[config.mk]
export PLATFORM = sky130hd
export DESIGN_NAME = pairing_unranker
export DESIGN_NICKNAME = d
export VERILOG_FILES = /design/src/rtl/pu_pkg.sv /design/src/rtl/pu_ctrl.sv /design/src/rtl/pu_dpath.sv /design/src/rtl/pairing_unranker.sv
export SDC_FILE = /design/constraint.sdc
export NUM_CORES = 1
export LEC_CHECK = 0
export BUFFER_PORTS_ARGS = -buffer_cell sky130_fd_sc_hd__buf_2
export CAP_MARGIN = 40
export CORE_AREA = 2 2 176 178
export DETAILED_ROUTE_END_ITERATION = 10
export DIE_AREA = 0 0 178 180
export GPL_ROUTABILITY_DRIVEN = 0
export GPL_TIMING_DRIVEN = 0
export PLACE_DENSITY = 0.59
export SETUP_SLACK_MARGIN = 0.5
export SYNTH_ARGS = -nofsm -noshare
export SYNTH_HDL_FRONTEND = slang
export SYNTH_SLANG_ARGS = --single-unit
[constraint.sdc]
create_clock -name clk_i -period 8.2 [get_ports clk_i]
set_input_delay 1.64 -clock clk_i [delete_from_list [all_inputs] [get_ports clk_i]]
set_output_delay 1.64 -clock clk_i [all_outputs]
set_load 0.05 [all_outputs]
[src/rtl/pu_pkg.sv]
`timescale 1ns / 1ps
// ----------------------------------------------------------------------------
// pu_pkg
// Shared widths, the double factorial table and controller/datapath links
// for the pairing unranker.
// ----------------------------------------------------------------------------
package pu_pkg;

  localparam int unsigned ITEM_LIMIT_DEF = 12;
  localparam int unsigned NUM_W          = 4;
  localparam int unsigned NIB_W          = 4;
  localparam int unsigned IDX_W          = 14;
  localparam int unsigned TOTAL_W        = 14;
  localparam int unsigned PAIR_SLOTS     = 11;
  localparam int unsigned PAIR_W         = PAIR_SLOTS * NIB_W;
  localparam int unsigned LIST_LEN       = 16;
  localparam int unsigned FULL_W         = 21;
  localparam int unsigned QBIT_W         = 2;
  localparam int unsigned SHIFT_W        = FULL_W + (1 << QBIT_W) - 1;

  typedef struct packed {
    logic              load;
    logic              div_step;
    logic [QBIT_W-1:0] div_bit;
    logic              pick;
  } pu_cmd_t;

  typedef struct packed {
    logic ok;
    logic last;
  } pu_status_t;

  // m!! for m in 0..15
  function automatic logic [FULL_W-1:0] dfact(input logic [NUM_W-1:0] m);
    logic [FULL_W-1:0] v;
    case (m)
      4'd0:    v = 21'd1;
      4'd1:    v = 21'd1;
      4'd2:    v = 21'd2;
      4'd3:    v = 21'd3;
      4'd4:    v = 21'd8;
      4'd5:    v = 21'd15;
      4'd6:    v = 21'd48;
      4'd7:    v = 21'd105;
      4'd8:    v = 21'd384;
      4'd9:    v = 21'd945;
      4'd10:   v = 21'd3840;
      4'd11:   v = 21'd10395;
      4'd12:   v = 21'd46080;
      4'd13:   v = 21'd135135;
      4'd14:   v = 21'd645120;
      4'd15:   v = 21'd2027025;
      default: v = 21'd1;
    endcase
    return v;
  endfunction

  // number of pairings of n elements, zero outside the supported range
  function automatic logic [FULL_W-1:0] total_full(input logic [NUM_W-1:0] n,
                                                   input int unsigned limit);
    logic [FULL_W-1:0] v;
    if (n < NUM_W'(2) || 32'(n) >= limit) begin
      v = '0;
    end else if (n[0]) begin
      v = dfact(n);
    end else begin
      v = dfact(n - NUM_W'(1));
    end
    return v;
  endfunction

endpackage

[src/rtl/pu_ctrl.sv]
`timescale 1ns / 1ps
// ----------------------------------------------------------------------------
// pu_ctrl
// Sequencer for the pairing unranker: load, four restoring divide steps per
// digit, element pick, result strobe.
// ----------------------------------------------------------------------------
module pu_ctrl (
  input  logic               clk_i,
  input  logic               rst_ni,
  input  logic               start_i,
  input  pu_pkg::pu_status_t status_i,
  output pu_pkg::pu_cmd_t    cmd_o,
  output logic               busy_o,
  output logic               done_o
);
  import pu_pkg::*;

  typedef enum logic [4:0] {
    ST_IDLE = 5'b00001,
    ST_LOAD = 5'b00010,
    ST_DIV  = 5'b00100,
    ST_PICK = 5'b01000,
    ST_DONE = 5'b10000
  } state_e;

  state_e            state_q, state_d;
  logic [QBIT_W-1:0] cnt_q, cnt_d;

  always_comb begin
    state_d       = state_q;
    cnt_d         = cnt_q;
    cmd_o         = '0;
    cmd_o.div_bit = cnt_q;
    case (state_q)
      ST_IDLE: begin
        if (start_i) begin
          cmd_o.load = 1'b1;
          state_d    = ST_LOAD;
        end
      end
      ST_LOAD: begin
        cnt_d   = '1;
        state_d = status_i.ok ? ST_DIV : ST_DONE;
      end
      ST_DIV: begin
        cmd_o.div_step = 1'b1;
        if (cnt_q == '0) begin
          state_d = ST_PICK;
        end else begin
          cnt_d = cnt_q - QBIT_W'(1);
        end
      end
      ST_PICK: begin
        cmd_o.pick = 1'b1;
        cnt_d      = '1;
        state_d    = status_i.last ? ST_DONE : ST_DIV;
      end
      ST_DONE: begin
        state_d = ST_IDLE;
      end
      default: begin
        state_d = ST_IDLE;
      end
    endcase
  end

  always_ff @(posedge clk_i or negedge rst_ni) begin
    if (!rst_ni) begin
      state_q <= ST_IDLE;
      cnt_q   <= '0;
    end else begin
      state_q <= state_d;
      cnt_q   <= cnt_d;
    end
  end

  assign busy_o = (state_q != ST_IDLE);
  assign done_o = (state_q == ST_DONE);

endmodule

[src/rtl/pu_dpath.sv]
`timescale 1ns / 1ps
// ----------------------------------------------------------------------------
// pu_dpath
// Datapath of the pairing unranker: element count register, digit divider,
// ordered list of remaining elements and the slot registers.
// ----------------------------------------------------------------------------
module pu_dpath #(
  parameter int unsigned ITEM_LIMIT = pu_pkg::ITEM_LIMIT_DEF
) (
  input  logic                       clk_i,
  input  logic                       rst_ni,
  input  logic                       cfg_we_i,
  input  logic [pu_pkg::NUM_W-1:0]   cfg_wdata_i,
  input  logic [pu_pkg::IDX_W-1:0]   index_i,
  input  pu_pkg::pu_cmd_t            cmd_i,
  output pu_pkg::pu_status_t         status_o,
  output logic [pu_pkg::PAIR_W-1:0]  pairing_o,
  output logic [pu_pkg::TOTAL_W-1:0] total_o,
  output logic                       valid_res_o
);
  import pu_pkg::*;

  // divisor of a pair digit while r elements remain: (r-3)!!
  function automatic logic [FULL_W-1:0] sub_of(input logic [NUM_W-1:0] r);
    logic [FULL_W-1:0] v;
    if (r >= NUM_W'(3)) begin
      v = dfact(r - NUM_W'(3));
    end else begin
      v = FULL_W'(1);
    end
    return v;
  endfunction

  logic [NUM_W-1:0]   n_q;
  logic [IDX_W-1:0]   idx_q;
  logic [FULL_W-1:0]  sub_q;
  logic [NIB_W-1:0]   q_q;
  logic [NIB_W-1:0]   lst_q [LIST_LEN];
  logic [NUM_W-1:0]   rem_q;
  logic [NUM_W-1:0]   slot_q;
  logic               odd_q;
  logic [NIB_W-1:0]   pair_q [PAIR_SLOTS];
  logic [TOTAL_W-1:0] total_q;
  logic               valid_q;

  logic [FULL_W-1:0]  tot_full;
  logic               req_ok;
  logic [SHIFT_W-1:0] shifted;
  logic               ge;
  logic [NIB_W-1:0]   sel;
  logic [NIB_W-1:0]   picked;
  logic [NIB_W-1:0]   lst_d [LIST_LEN];
  logic [NIB_W-1:0]   pair_d [PAIR_SLOTS];
  logic [NUM_W-1:0]   rem_n;
  logic [NUM_W-1:0]   odd_slot;

  assign tot_full = total_full(n_q, ITEM_LIMIT);
  assign req_ok   = (tot_full != '0) && ({{(FULL_W-IDX_W){1'b0}}, index_i} < tot_full);

  // restoring divide step
  assign shifted = {{(SHIFT_W-FULL_W){1'b0}}, sub_q} << cmd_i.div_bit;
  assign ge      = ({{(SHIFT_W-IDX_W){1'b0}}, idx_q} >= shifted);

  // element picked by the digit
  assign sel      = odd_q ? q_q : q_q + NIB_W'(1);
  assign picked   = lst_q[sel];
  assign rem_n    = odd_q ? rem_q - NUM_W'(1) : rem_q - NUM_W'(2);
  assign odd_slot = n_q - NUM_W'(1);

  always_comb begin
    for (int i = 0; i < LIST_LEN; i++) begin
      if (NIB_W'(i) < q_q) begin
        lst_d[i] = odd_q ? lst_q[i] : lst_q[(i + 1 < LIST_LEN) ? i + 1 : LIST_LEN - 1];
      end else if (odd_q) begin
        lst_d[i] = lst_q[(i + 1 < LIST_LEN) ? i + 1 : LIST_LEN - 1];
      end else begin
        lst_d[i] = lst_q[(i + 2 < LIST_LEN) ? i + 2 : LIST_LEN - 1];
      end
    end
    for (int k = 0; k < PAIR_SLOTS; k++) begin
      pair_d[k] = pair_q[k];
      if (odd_q) begin
        if (odd_slot == NUM_W'(k)) begin
          pair_d[k] = picked;
        end
      end else if (slot_q == NUM_W'(k)) begin
        pair_d[k] = lst_q[0];
      end else if (slot_q + NUM_W'(1) == NUM_W'(k)) begin
        pair_d[k] = picked;
      end
    end
  end

  always_ff @(posedge clk_i or negedge rst_ni) begin
    if (!rst_ni) begin
      n_q     <= '0;
      valid_q <= 1'b0;
      odd_q   <= 1'b0;
      rem_q   <= '0;
    end else begin
      if (cfg_we_i) begin
        n_q <= cfg_wdata_i;
      end
      if (cmd_i.load) begin
        valid_q <= req_ok;
        odd_q   <= n_q[0];
        rem_q   <= n_q;
      end else if (cmd_i.pick) begin
        odd_q <= 1'b0;
        rem_q <= rem_n;
      end
    end
  end

  always_ff @(posedge clk_i) begin
    if (cmd_i.load) begin
      idx_q   <= index_i;
      total_q <= tot_full[TOTAL_W-1:0];
      slot_q  <= '0;
      q_q     <= '0;
      sub_q   <= n_q[0] ? dfact(n_q - NUM_W'(2)) : sub_of(n_q);
      for (int i = 0; i < LIST_LEN; i++) begin
        lst_q[i] <= NIB_W'(i);
      end
      for (int k = 0; k < PAIR_SLOTS; k++) begin
        pair_q[k] <= '0;
      end
    end else if (cmd_i.div_step) begin
      if (ge) begin
        idx_q              <= idx_q - shifted[IDX_W-1:0];
        q_q[cmd_i.div_bit] <= 1'b1;
      end
    end else if (cmd_i.pick) begin
      q_q   <= '0;
      sub_q <= sub_of(rem_n);
      if (!odd_q) begin
        slot_q <= slot_q + NUM_W'(2);
      end
      for (int i = 0; i < LIST_LEN; i++) begin
        lst_q[i] <= lst_d[i];
      end
      for (int k = 0; k < PAIR_SLOTS; k++) begin
        pair_q[k] <= pair_d[k];
      end
    end
  end

  assign status_o.ok   = valid_q;
  assign status_o.last = !odd_q && (rem_q < NUM_W'(4));

  always_comb begin
    for (int k = 0; k < PAIR_SLOTS; k++) begin
      pairing_o[k*NIB_W +: NIB_W] = pair_q[k];
    end
  end

  assign total_o     = total_q;
  assign valid_res_o = valid_q;

endmodule

[src/rtl/pairing_unranker.sv]
`timescale 1ns / 1ps
// ----------------------------------------------------------------------------
// pairing_unranker
// Returns the pairing of n_items elements at a requested rank, the number of
// pairings and a valid flag; one request at a time.
// ----------------------------------------------------------------------------
// A request is taken when start is high and busy is low. The result shows on
// pairing_o, total_o and valid_res_o in the single cycle in which done_o is
// high and must be captured then; it holds until the next request is taken.
// busy stays high from the cycle after the request until done_o is given.
// The number of index digits is n/2 for even n, (n+1)/2 for odd n, zero when
// the index is out of range. Each digit costs four restoring divide steps and
// one element pick. The user must write n_items through cfg_we_i only while
// busy is low; the block itself does not enforce it.
// ----------------------------------------------------------------------------
module pairing_unranker #(
  parameter int unsigned ITEM_LIMIT = pu_pkg::ITEM_LIMIT_DEF
) (
  input  logic                       clk_i,
  input  logic                       rst_ni,
  input  logic                       cfg_we_i,
  input  logic [pu_pkg::NUM_W-1:0]   cfg_wdata_i,
  input  logic                       start,
  output logic                       busy,
  input  logic [pu_pkg::IDX_W-1:0]   index_i,
  output logic                       done_o,
  output logic [pu_pkg::PAIR_W-1:0]  pairing_o,
  output logic [pu_pkg::TOTAL_W-1:0] total_o,
  output logic                       valid_res_o
);
  import pu_pkg::*;

  pu_cmd_t    cmd;
  pu_status_t status;

  pu_ctrl u_ctrl (
    .clk_i    (clk_i),
    .rst_ni   (rst_ni),
    .start_i  (start),
    .status_i (status),
    .cmd_o    (cmd),
    .busy_o   (busy),
    .done_o   (done_o)
  );

  pu_dpath #(
    .ITEM_LIMIT (ITEM_LIMIT)
  ) u_dpath (
    .clk_i       (clk_i),
    .rst_ni      (rst_ni),
    .cfg_we_i    (cfg_we_i),
    .cfg_wdata_i (cfg_wdata_i),
    .index_i     (index_i),
    .cmd_i       (cmd),
    .status_o    (status),
    .pairing_o   (pairing_o),
    .total_o     (total_o),
    .valid_res_o (valid_res_o)
  );

endmodule
### Word level (Yosys, flattened, before mapping)

Memory sizes are Yosys's and may differ from the RTL's.
Index checks and enable logic that the tools add are counted.
Widths: inputs -> output; s select.

* register bits: 74
* memory bits (read-only): 1680
* memories: 7
* input port bits: 22
* bits in latches: 0
* RAM bits: 108

Memories
* (no name shown): depth 16, bits a word 21, read ports 1, clocked after memory_dff 0, write ports 0, RTL line pu_pkg.sv:36 `case (m)`
* (no name shown): depth 16, bits a word 21, read ports 1, clocked after memory_dff 0, write ports 0, RTL line pu_pkg.sv:36
* (no name shown): depth 16, bits a word 21, read ports 1, clocked after memory_dff 0, write ports 0, RTL line pu_pkg.sv:36
* (no name shown): depth 16, bits a word 21, read ports 1, clocked after memory_dff 0, write ports 0, RTL line pu_pkg.sv:36
* (no name shown): depth 16, bits a word 21, read ports 1, clocked after memory_dff 0, write ports 0, RTL line pu_pkg.sv:36
* u_dpath.lst_q: depth 16, bits a word 4, read ports 17, clocked after memory_dff 0, write ports 16, RTL line pu_dpath.sv:38 `logic [NIB_W-1:0] lst_q [LIST_LEN];`
* +1 memories

* div/mod/pow operators: 0
* multiply operators: 0
* add/sub/neg operators: 11
* reductions and logical operators: 22
* muxes and demuxes: 140
* shifts and indexed selects: 1
* eq/ne operators: 41
* bitwise operators: 30
* $lt $le $gt $ge: 24

Operators with widths (count)
* $mux 4: 108
* $mux 21: 8
* $eq 4x3->1 const B: 12
* $mux 14: 3
* $eq 4x4->1 const B: 9
* $lt 4x4->1 const A: 7
* $or 1x1->1: 27
* $eq 4x2->1 const B: 6
* $ge 14x24->1: 1
* $shl 21x2->24: 1
* $lt 14x21->1: 1
* $reduce_bool 21->1: 1
* $mux 5: 4
* $pmux 5 s4: 1
* $lt 3x4->1 const A: 4
* $sub 4x2->4 const B: 4
* $sub 14x14->14: 1
* $mux 1: 13
* $eq 4x1->1 const B: 3
* $logic_not 4->1: 3
* $reduce_and 2->1: 5
* $reduce_bool 2->1: 5
* $add 4x1->4 const B: 2
* $ge 4x2->1 const B: 2
* 29 further kinds: 38

### Depth between registers and ports, before layout

Gate-level depths: netlist (run 1).
An unclocked memory read counts as a cell.

* depth after elaboration: 8
* mapped depth: 18
* depth with buffers taken out: 17

### By module

A second synthesis (run 1) with hierarchy kept.

* cells, all modules: 1304
* area, all modules: 12896.1 um2

Modules (own cells, without submodules)
* pu_dpath: instances 1, area each 12443.2 um2, cells each 1258
* pu_ctrl: instances 1, area each 452.9 um2, cells each 46

### Worst setup path before layout (run 1)

No wires, ideal clock.

* path kind: input to register
* from: input port start
* to: register u_dpath.rem_q[1]
* data arrival time: 3.561 ns
* buffers on the path: 0
* slack: 4.434 ns
* cell stages on the path: 5
* data required time: 7.994 ns
* setup time: 0.206 ns
* path through: nand4_1 clkinv_1 nor2_1 inv_1 o221ai_1

* cells in the longest elaborated chain, start to end: 3
* elaborated cells between the ends (all ways): 4
* classes of those cells: mux: 3; reduce/logical: 1

RTL lines
* start: declaration: RTL line pairing_unranker.sv:23 `input logic start,`
* $mux 1 *: RTL line pu_ctrl.sv:36 `if (start_i) begin`
* $mux 1 *: RTL line pu_ctrl.sv:34 `case (state_q)`
* $mux 4 or $reduce_bool 2->1 (tied branches)
* end signal: assignment: RTL line pu_dpath.sv:107 `rem_q <= n_q;`
* end signal: assignment: RTL line pu_dpath.sv:110 `rem_q <= rem_n;`
* end: declaration: RTL line pu_dpath.sv:39 `logic [NUM_W-1:0] rem_q;`

Every way passes the cells marked *; elsewhere a longest branch is shown, timed or not.
A chain may end at the register's enable or synchronous reset.

### Worst setup path after layout (run 1)

* from: register u_dpath.n_q[1]
* to: register u_dpath.valid_q, in the netlist u_dpath.valid_res_o

* cells in the longest elaborated chain, start to end: 6
* elaborated cells between the ends (all ways): 11
* classes of those cells: add/sub: 1; order compare: 3; mux: 2; reduce/logical: 3; memory: 2

RTL lines
* start: declaration: RTL line pu_dpath.sv:34 `logic [NUM_W-1:0] n_q;`
* start signal: assignment: RTL line pu_dpath.sv:102 `n_q <= cfg_wdata_i;`
* $sub 4x1->4: RTL line pu_pkg.sv:67 `v = dfact(n - NUM_W'(1));`
* $mem_v2 16x21
* $mux 21: RTL line pu_pkg.sv:64 `end else if (n[0]) begin`
* $mux 21 *: RTL line pu_pkg.sv:62 `if (n < NUM_W'(2) || 32'(n) >= limit) begin`
* $lt 14x21->1 or $reduce_bool 21->1 (tied branches): RTL line pu_dpath.sv:58 `assign req_ok = (tot_full != '0) && ({{(FULL_W-IDX_W){1'b0}}, index_i} < tot_full);`
* $logic_and 1x1->1 *: RTL line pu_dpath.sv:58
* end signal: assignment: RTL line pu_dpath.sv:105 `valid_q <= req_ok;`
* end: declaration: RTL line pu_dpath.sv:44 `logic valid_q;`

Marked as above.

==> impl_results.md, run 1 <==
- Cts bufs inserted: 17
- PD cells: 377 nW/um2
- Critical path class: reg2reg
- Largest net degree at the start of global routing: 38
- Max-slew violations: 0
- Initial antenna violation count: 0
- Reg clk slew, reported paths: 0.08 ns
- CTS root buffer: clkbuf_16
- Worst vdd rail ir drop: 0.254 mV
- Crit Path Max Fanout: 16
- Crit path arrival time: 5.30 ns
- Synth Net Count: 1,306
- CTS Hold Bufs: 0
- Most common cell after layout, fill and taps aside: edfxtp_1
- Clk buf depth: 2
- Run status: finished, final reports clean
- Io pins: 83
- Average size of a mapped cell: 9.70 um2
- Tcrit/Tclk final: 60.4%
- Via count: 10,000
- Tightest Hold Check Type: reg2reg
- Core ar.: 30,200 um2
- Final Setup Violations: 0
- Synth area leaders: edfxtp_1 38%, ha_1 6.7%, mux2i_1 5.7%
- Final min period: 4.95 ns
- Share of layout cells above drive strength 1: 13.2%
- Initial DRC Count: 918
- Post-Syn Area: 11,800 um2
- Setup Skew: 0.0155 ns
- Worst Setup End Kind: flip-flop
- Final hold slack: 0.530 ns
- CTS tree: built
- Row cnt: 64
- Final wirelength: 34,900 um
- Synthesis-to-finish area growth: 12.7%
- Vias in the first global route: 9,779
- Max_slew headroom: 37.7%
- Post-synth EDFFs: 151
- Share of the synthesized area in the top cell type: 38.3%
- Final hold violations: 0
- Leak: 5.37 nW
- Most frequent cells in the layout: 151 x edfxtp_1, 136 x nand2_1, 94 x nor2_1, 87 x buf_2, 83 x o21ai_0
- Yosys top cell by area: edfxtp_1
- CP startpoint kind: flip-flop
- DIE HEIGHT: 180 um
- CTS sink cnt: 175
- # resized after CTS: 0
- Routed Antenna Nets: 0
- Die Area: 32,000 um2
- First-pass GRT wire length: 54,900 um
- YS warnings: 0
- Max cap viols: 0
- Chip width: 178 um
- Least-Margin Pin Slew: 0.934 ns
- # diodes: 0
- Asr flop ratio synth: 9.71%
- Initial Util: 39.2%
- RSZ-0062 raised after global routing: false
- Fmax: 0.202 GHz
- Gr ovfl total: 0
- Nets: 1,409
- Number of detailed-route iterations in the first pass: 7
- Yosys cell types: 74
- GRT Total Usage: 21.9%
- Per-cell routed wire length: 20.2 um
- Mapped Cells: 1,220
- Clock latency at the later pin of the worst-skew pair: 0.45 ns
- Post-CTS Setup Bufs: 0
- Remaining DRCs: 0
- H-tree depth: 4
- Overall Power: 5.04 mW
- Hpwl dp: 25,700 um
- Register area share after synthesis: 43.1%
- Dominant synthesized flop cell: edfxtp_1
- Synth Register Bits: 175
- PortBufs: 82
- Post-route setup TNS: 0 ns
- Req. time, crit path: 8.55 ns
- Via-to-Cell Ratio: 5.78
[power by group]
part           total (mW)  switching [mW]  internal, mW  leakage, nW
sequential           1.52           0.162          1.36         1.62
combinational        2.70            1.76         0.939         3.47
clock               0.817           0.400         0.417        0.274
total                5.04            2.32          2.72         5.37
[cell type report]
type	count	area (um2)
buffer	72	293
clock buffer	19	453
clock inverter	13	118
fill	2906	16800
inverter	53	199
multi-input combinational	920	6240
sequential	175	5100
tap	396	495
timing repair buffer	84	442
[final timing paths]
path	start	endpoint	slack (ns)	cells after the start
worst min-delay path	u_ctrl.state_q[4]$_DFFE_PN0P_	u_ctrl.state_q[0]$_DFFE_PN1P_	0.53	1
worst max-delay path	u_dpath.n_q[1]$_DFFE_PN0P_	u_dpath.valid_res_o$_DFFE_PN0P_	3.25	16
max in group asynchronous	rst_ni	u_ctrl.state_q[0]$_DFFE_PN1P_	6.70	1
min in group asynchronous	rst_ni	u_ctrl.cnt_q[0]$_DFFE_PN0P_	1.15	1
worst max register to register	u_dpath.n_q[1]$_DFFE_PN0P_	u_dpath.valid_res_o$_DFFE_PN0P_	3.25	16
worst min register to register	u_ctrl.state_q[4]$_DFFE_PN0P_	u_ctrl.state_q[0]$_DFFE_PN1P_	0.53	1
[per-layer routing]
metal	share of wire [%]	global-route usage [%]	up-vias
met4	2.9	7.74	0
met1	43	29.0	4836
met5	0	0	-
met3	5.9	3.07	60
li1	-	-	4725
met2	48	36.4	392
[synth_stat cells (3+ instances only)]
master    count
o211ai_1      4
edfxtp_1    151
mux2_2       29
o32ai_1       3
a21oi_1      80
a31oi_1      12
a22oi_1      13
o31ai_1       8
and3b_1       3
and2_1        6
inv_1        48
o21a_1       13
clkinv_1      5
xnor2_1      19
buf_2         5
a21o_1       15
mux4_2        9
o22a_1        7
buf_1         5
nor2b_1      25
nor3_1       13
nand2b_1     13
xor2_1       12
o221ai_1     10
nand3b_1      3
o22ai_1      32
a22o_1        3
dfxtp_1       7
nand4_1       5
o21ai_0      83
or3_1        11
or2_2         7
clkbuf_1     59
nand2_1     136
o21ai_1       7
nand3_1      21
ha_1         63
a211oi_1     49
dfrtp_1      16
nor2_1       94
mux2i_1      67
and3_1        6
[flip-flops by register name (all words and copies together) (netlist names)]
register / cells
u_dpath.n_q: 4
u_dpath.pair_q: 44
u_dpath.odd_q: 1
u_dpath.total_o: 14
u_ctrl.cnt_q: 2
u_dpath.valid_res_o: 1
u_dpath.q_q: 4
u_dpath.rem_q: 4
u_dpath.slot_q: 3
u_dpath.lst_q: 60
u_ctrl.state_q: 5
u_dpath.sub_q: 19
u_dpath.idx_q: 14
[kinds of logic (layout without fill, tap and decap cells)]
| kind of cell | after synthesis | after routing | synth area share (%) |
|---|---|---|---|
| AO/OA/AOI/OAI | 359 | 359 | 19.2 |
| XOR/XNOR | 31 | 31 | 2.29 |
| adder cells (fa/ha/maj) | 66 | 66 | 7.00 |
| buffers and inverters | 125 | 241 | 4.15 |
| flip-flops | 175 | 175 | 43.1 |
| multiplexers | 106 | 106 | 10.3 |
| other | 2 | 2 | 0.0634 |
| AND/OR/NAND/NOR | 356 | 356 | 13.9 |
[critical path, stage by stage (launching register included)]
cell,delay (ns)
dfrtp_1,0.48
clkbuf_1,0.44
clkinv_1,0.66
ha_1,0.55
inv_1,0.11
a21oi_1,0.07
xnor2_1,0.63
a21oi_1,0.18
o31ai_1,0.28
nand2_1,0.11
ha_1,0.27
and4_1,0.21
a221oi_1,0.30
nand2_1,0.08
a31oi_1,0.19
a21oi_1,0.10
nor3_1,0.19
[per-stage QoR]
| stage | setup WS, ns | util, % | instances | area (um2) |
|---|---|---|---|---|
| 2_1_floorplan | 4.43 | - | 1220 | 11800 |
| 4_1_cts | 3.38 | 44.2 | 1732 | 13300 |
| 5_1_grt | 2.94 | 44.2 | 1732 | 13300 |
| 6_report | 3.25 | 44.2 | 1732 | 13300 |
| 3_3_place_gp | 2.98 | 42.2 | 1698 | 12700 |
| 3_5_place_dp | 3.42 | 42.3 | 1700 | 12800 |
Note: power is estimated with default switching activity, not from simulation.
==> run 2, diff against run 1 <==
- PLACE_DENSITY: 0.59 -> 0.61
- clock period: 8.2 -> 4 ns (I/O delays scaled with it)
==> impl_results.md, run 2 (synthesized netlist as in run 1, its figures left out) <==
- Largest net degree at the start of global routing: 31 (was 38)
- Via-to-Cell Ratio: 5.84 (was 5.78)
- Most common cell after layout, fill and taps aside: edfxtp_1 (unchanged)
- Worst Setup End Kind: flip-flop (unchanged)
- Cts bufs inserted: 17 (unchanged)
- Vias in the first global route: 9,907 (was 9,779)
- Final min period: 3.34 ns (was 4.95 ns)
- Reg clk slew, reported paths: 0.07 ns (was 0.08 ns)
- WP buf/inv: 3 (unchanged)
- Die Area: 32,000 um2 (unchanged)
- Final wirelength: 35,200 um (was 34,900 um)
- Clk buf depth: 2 (unchanged)
- Initial Util: 39.2% (unchanged)
- Tcrit/Tclk final: 83.5% (was 60.4%)
- Worst vdd rail ir drop: 0.508 mV (was 0.254 mV)
- CTS tree: built (unchanged)
- First-pass GRT wire length: 55,700 um (was 54,900 um)
- Hpwl dp: 25,600 um (was 25,700 um)
- Top Family by Delay on Critical Path: simple AND/OR/NAND/NOR gates (was buffers and inverters)
- Final hold violations: 0 (unchanged)
- Critical path class: reg2reg (unchanged)
- Share of layout cells above drive strength 1: 15.4% (was 13.2%)
- Row cnt: 64 (unchanged)
- Run status: finished, final reports clean (unchanged)
- Max-slew violations: 0 (unchanged)
- Remaining DRCs: 0 (unchanged)
- Setup Skew: 0.0196 ns (was 0.0155 ns)
- Final hold slack: 0.306 ns (was 0.530 ns)
- Number of detailed-route iterations in the first pass: 6 (was 7)
- Io pins: 83 (unchanged)
- GRT Total Usage: 22.2% (was 21.9%)
- Most frequent CP cell: a21oi_1 (unchanged)
- Crit path arrival time: 3.69 ns (was 5.30 ns)
- Chip width: 178 um (unchanged)
- Fmax: 0.300 GHz (was 0.202 GHz)
- Max cap viols: 0 (unchanged)
- RSZ-0062 raised after global routing: false (unchanged)
- Cells along the critical path: buf_6 -> clkinv_4 -> ha_4 -> inv_1 -> a21oi_4 -> xnor2_2 -> a21oi_1 -> or3_4 -> ha_1 -> and4_1 -> a221oi_2 -> nand2_1 -> a31oi_1 -> a21oi_1 -> nor3_1 (was clkbuf_1 -> clkinv_1 -> ha_1 -> inv_1 -> a21oi_1 -> xnor2_1 -> a21oi_1 -> o31ai_1 -> nand2_1 -> ha_1 -> and4_1 -> a221oi_1 -> nand2_1 -> a31oi_1 -> a21oi_1 -> nor3_1)
- Least-Margin Pin Slew: 0.947 ns (was 0.934 ns)
- Biggest register: u_dpath.lst_q (unchanged)
- Final core utilization: 44.8% (was 44.2%)
- Core ar.: 30,200 um2 (unchanged)
- # diodes: 0 (unchanged)
- DIE HEIGHT: 180 um (unchanged)
- Clock latency at the later pin of the worst-skew pair: 0.45 ns (about the same)
- Gr ovfl total: 0 (unchanged)
- Crit-path slowest cell: dfrtp_1 (was clkinv_1)
- Via count: 10,200 (was 10,000)
- CTS Hold Bufs: 0 (unchanged)
- Max reg flops: 60 (unchanged)
- FF-to-FF Start: u_dpath.n_q[2]$_DFFE_PN0P_ (was u_dpath.n_q[1]$_DFFE_PN0P_)
- Max_slew headroom: 36.9% (was 37.7%)
- Req. time, crit path: 4.36 ns (was 8.55 ns)
- Pre-CTS setup slack: -0.392 ns (was 3.42 ns)
- Initial antenna violation count: 0 (unchanged)
- Leak: 5.43 nW (was 5.37 nW)
- CTS sink cnt: 175 (unchanged)
- Final Setup Violations: 0 (unchanged)
- Biggest regs: u_dpath.lst_q (60), u_dpath.pair_q (44), u_dpath.sub_q (19) (unchanged)
- Fin worst setup slack: 0.662 ns (was 3.25 ns)
- Synthesis-to-finish area growth: 14.4% (was 12.7%)
- Initial DRC Count: 748 (was 918)
- Post-route setup TNS: 0 ns (unchanged)
- PortBufs: 82 (unchanged)
- Most frequent cells in the layout: 151 x edfxtp_1, 136 x nand2_1, 93 x nor2_1, 87 x buf_2, 80 x o21ai_0 (was 151 x edfxtp_1, 136 x nand2_1, 94 x nor2_1, 87 x buf_2, 83 x o21ai_0)
- Tightest Hold Check Type: in2async (was reg2reg)
- Nets: 1,416 (was 1,409)
- CTS root buffer: clkbuf_16 (unchanged)
- H-tree depth: 4 (unchanged)
- CP startpoint kind: flip-flop (unchanged)
- Largest stage delay on the critical path: 0.43 ns (was 0.66 ns)
- PD cells: 760 nW/um2 (was 377 nW/um2)
- Setup crit start: u_dpath.n_q[2]$_DFFE_PN0P_ (was u_dpath.n_q[1]$_DFFE_PN0P_)
- Routed Antenna Nets: 0 (unchanged)
- Crit Path Max Fanout: 13 (was 16)
- Per-cell routed wire length: 20.2 um (about the same)
==> run 2: worst register-to-register path: stages (launching register included) <==
cell      delay (ns)
dfrtp_1         0.43
buf_6           0.17
clkinv_4        0.13
ha_4            0.20
inv_1           0.09
a21oi_4         0.22
xnor2_2         0.16
a21oi_1         0.12
or3_4           0.40
ha_1            0.31
and4_1          0.25
a221oi_2        0.27
nand2_1         0.08
a31oi_1         0.16
a21oi_1         0.09
nor3_1          0.17
==> run 2: timing repair <==
action,CTS,global route
cloned,1,0
pin swaps,1,3
gates resized for setup,31,25
endpoints found under the setup margin,28,50
setup buffers,1,5
==> run 2: power breakdown <==
group	total, mW	leakage [nW]	internal [mW]	switching [mW]
registers	3.12	1.62	2.79	0.336
logic	5.61	3.57	1.98	3.63
clock network	1.56	0.241	0.791	0.770
total	10.3	5.43	5.56	4.73
==> run 2: layout make-up <==
type | count | area (um2)
fillers | 2877 | 16700
clock inverters | 13 | 92.6
inverters | 53 | 219
repair buffers | 90 | 487
plain buffers | 72 | 327
clock buffers | 18 | 429
flip-flops and latches | 175 | 5100
well taps | 396 | 495
multi-input cells | 921 | 6380
==> run 2: metrics by stage <==
step           power [mW]  instance area [um2]  cells
2_1_floorplan        7.20                11800   1220
3_3_place_gp         8.52                12700   1698
3_5_place_dp         8.60                12800   1700
4_1_cts              10.2                13400   1733
5_1_grt              11.0                13500   1738
6_report             10.3                13500   1738
==> run 2: worst paths after layout <==
kind | cells past startpoint | endpoint | slack, ns
worst min register to register | 2 | u_dpath.slot_q[2]$_SDFFE_PP0P_ | 0.53
min in group clk_i | 2 | u_dpath.slot_q[2]$_SDFFE_PP0P_ | 0.53
worst max register to register | 15 | u_dpath.valid_res_o$_DFFE_PN0P_ | 0.66
worst max-delay path | 15 | u_dpath.valid_res_o$_DFFE_PN0P_ | 0.66
worst min-delay path | 1 | u_ctrl.state_q[1]$_DFFE_PN0P_ | 0.31
max in group asynchronous | 1 | u_dpath.n_q[0]$_DFFE_PN0P_ | 3.32
==> run 2: routing by layer <==
metal  track usage (%)  vias up  share of wire, %
met5                 0        -                 0
met4              8.03        0               2.7
met3              3.38       77               5.8
met2              36.7      386                49
met1              29.2     4937                43
li1                  -     4755                 -
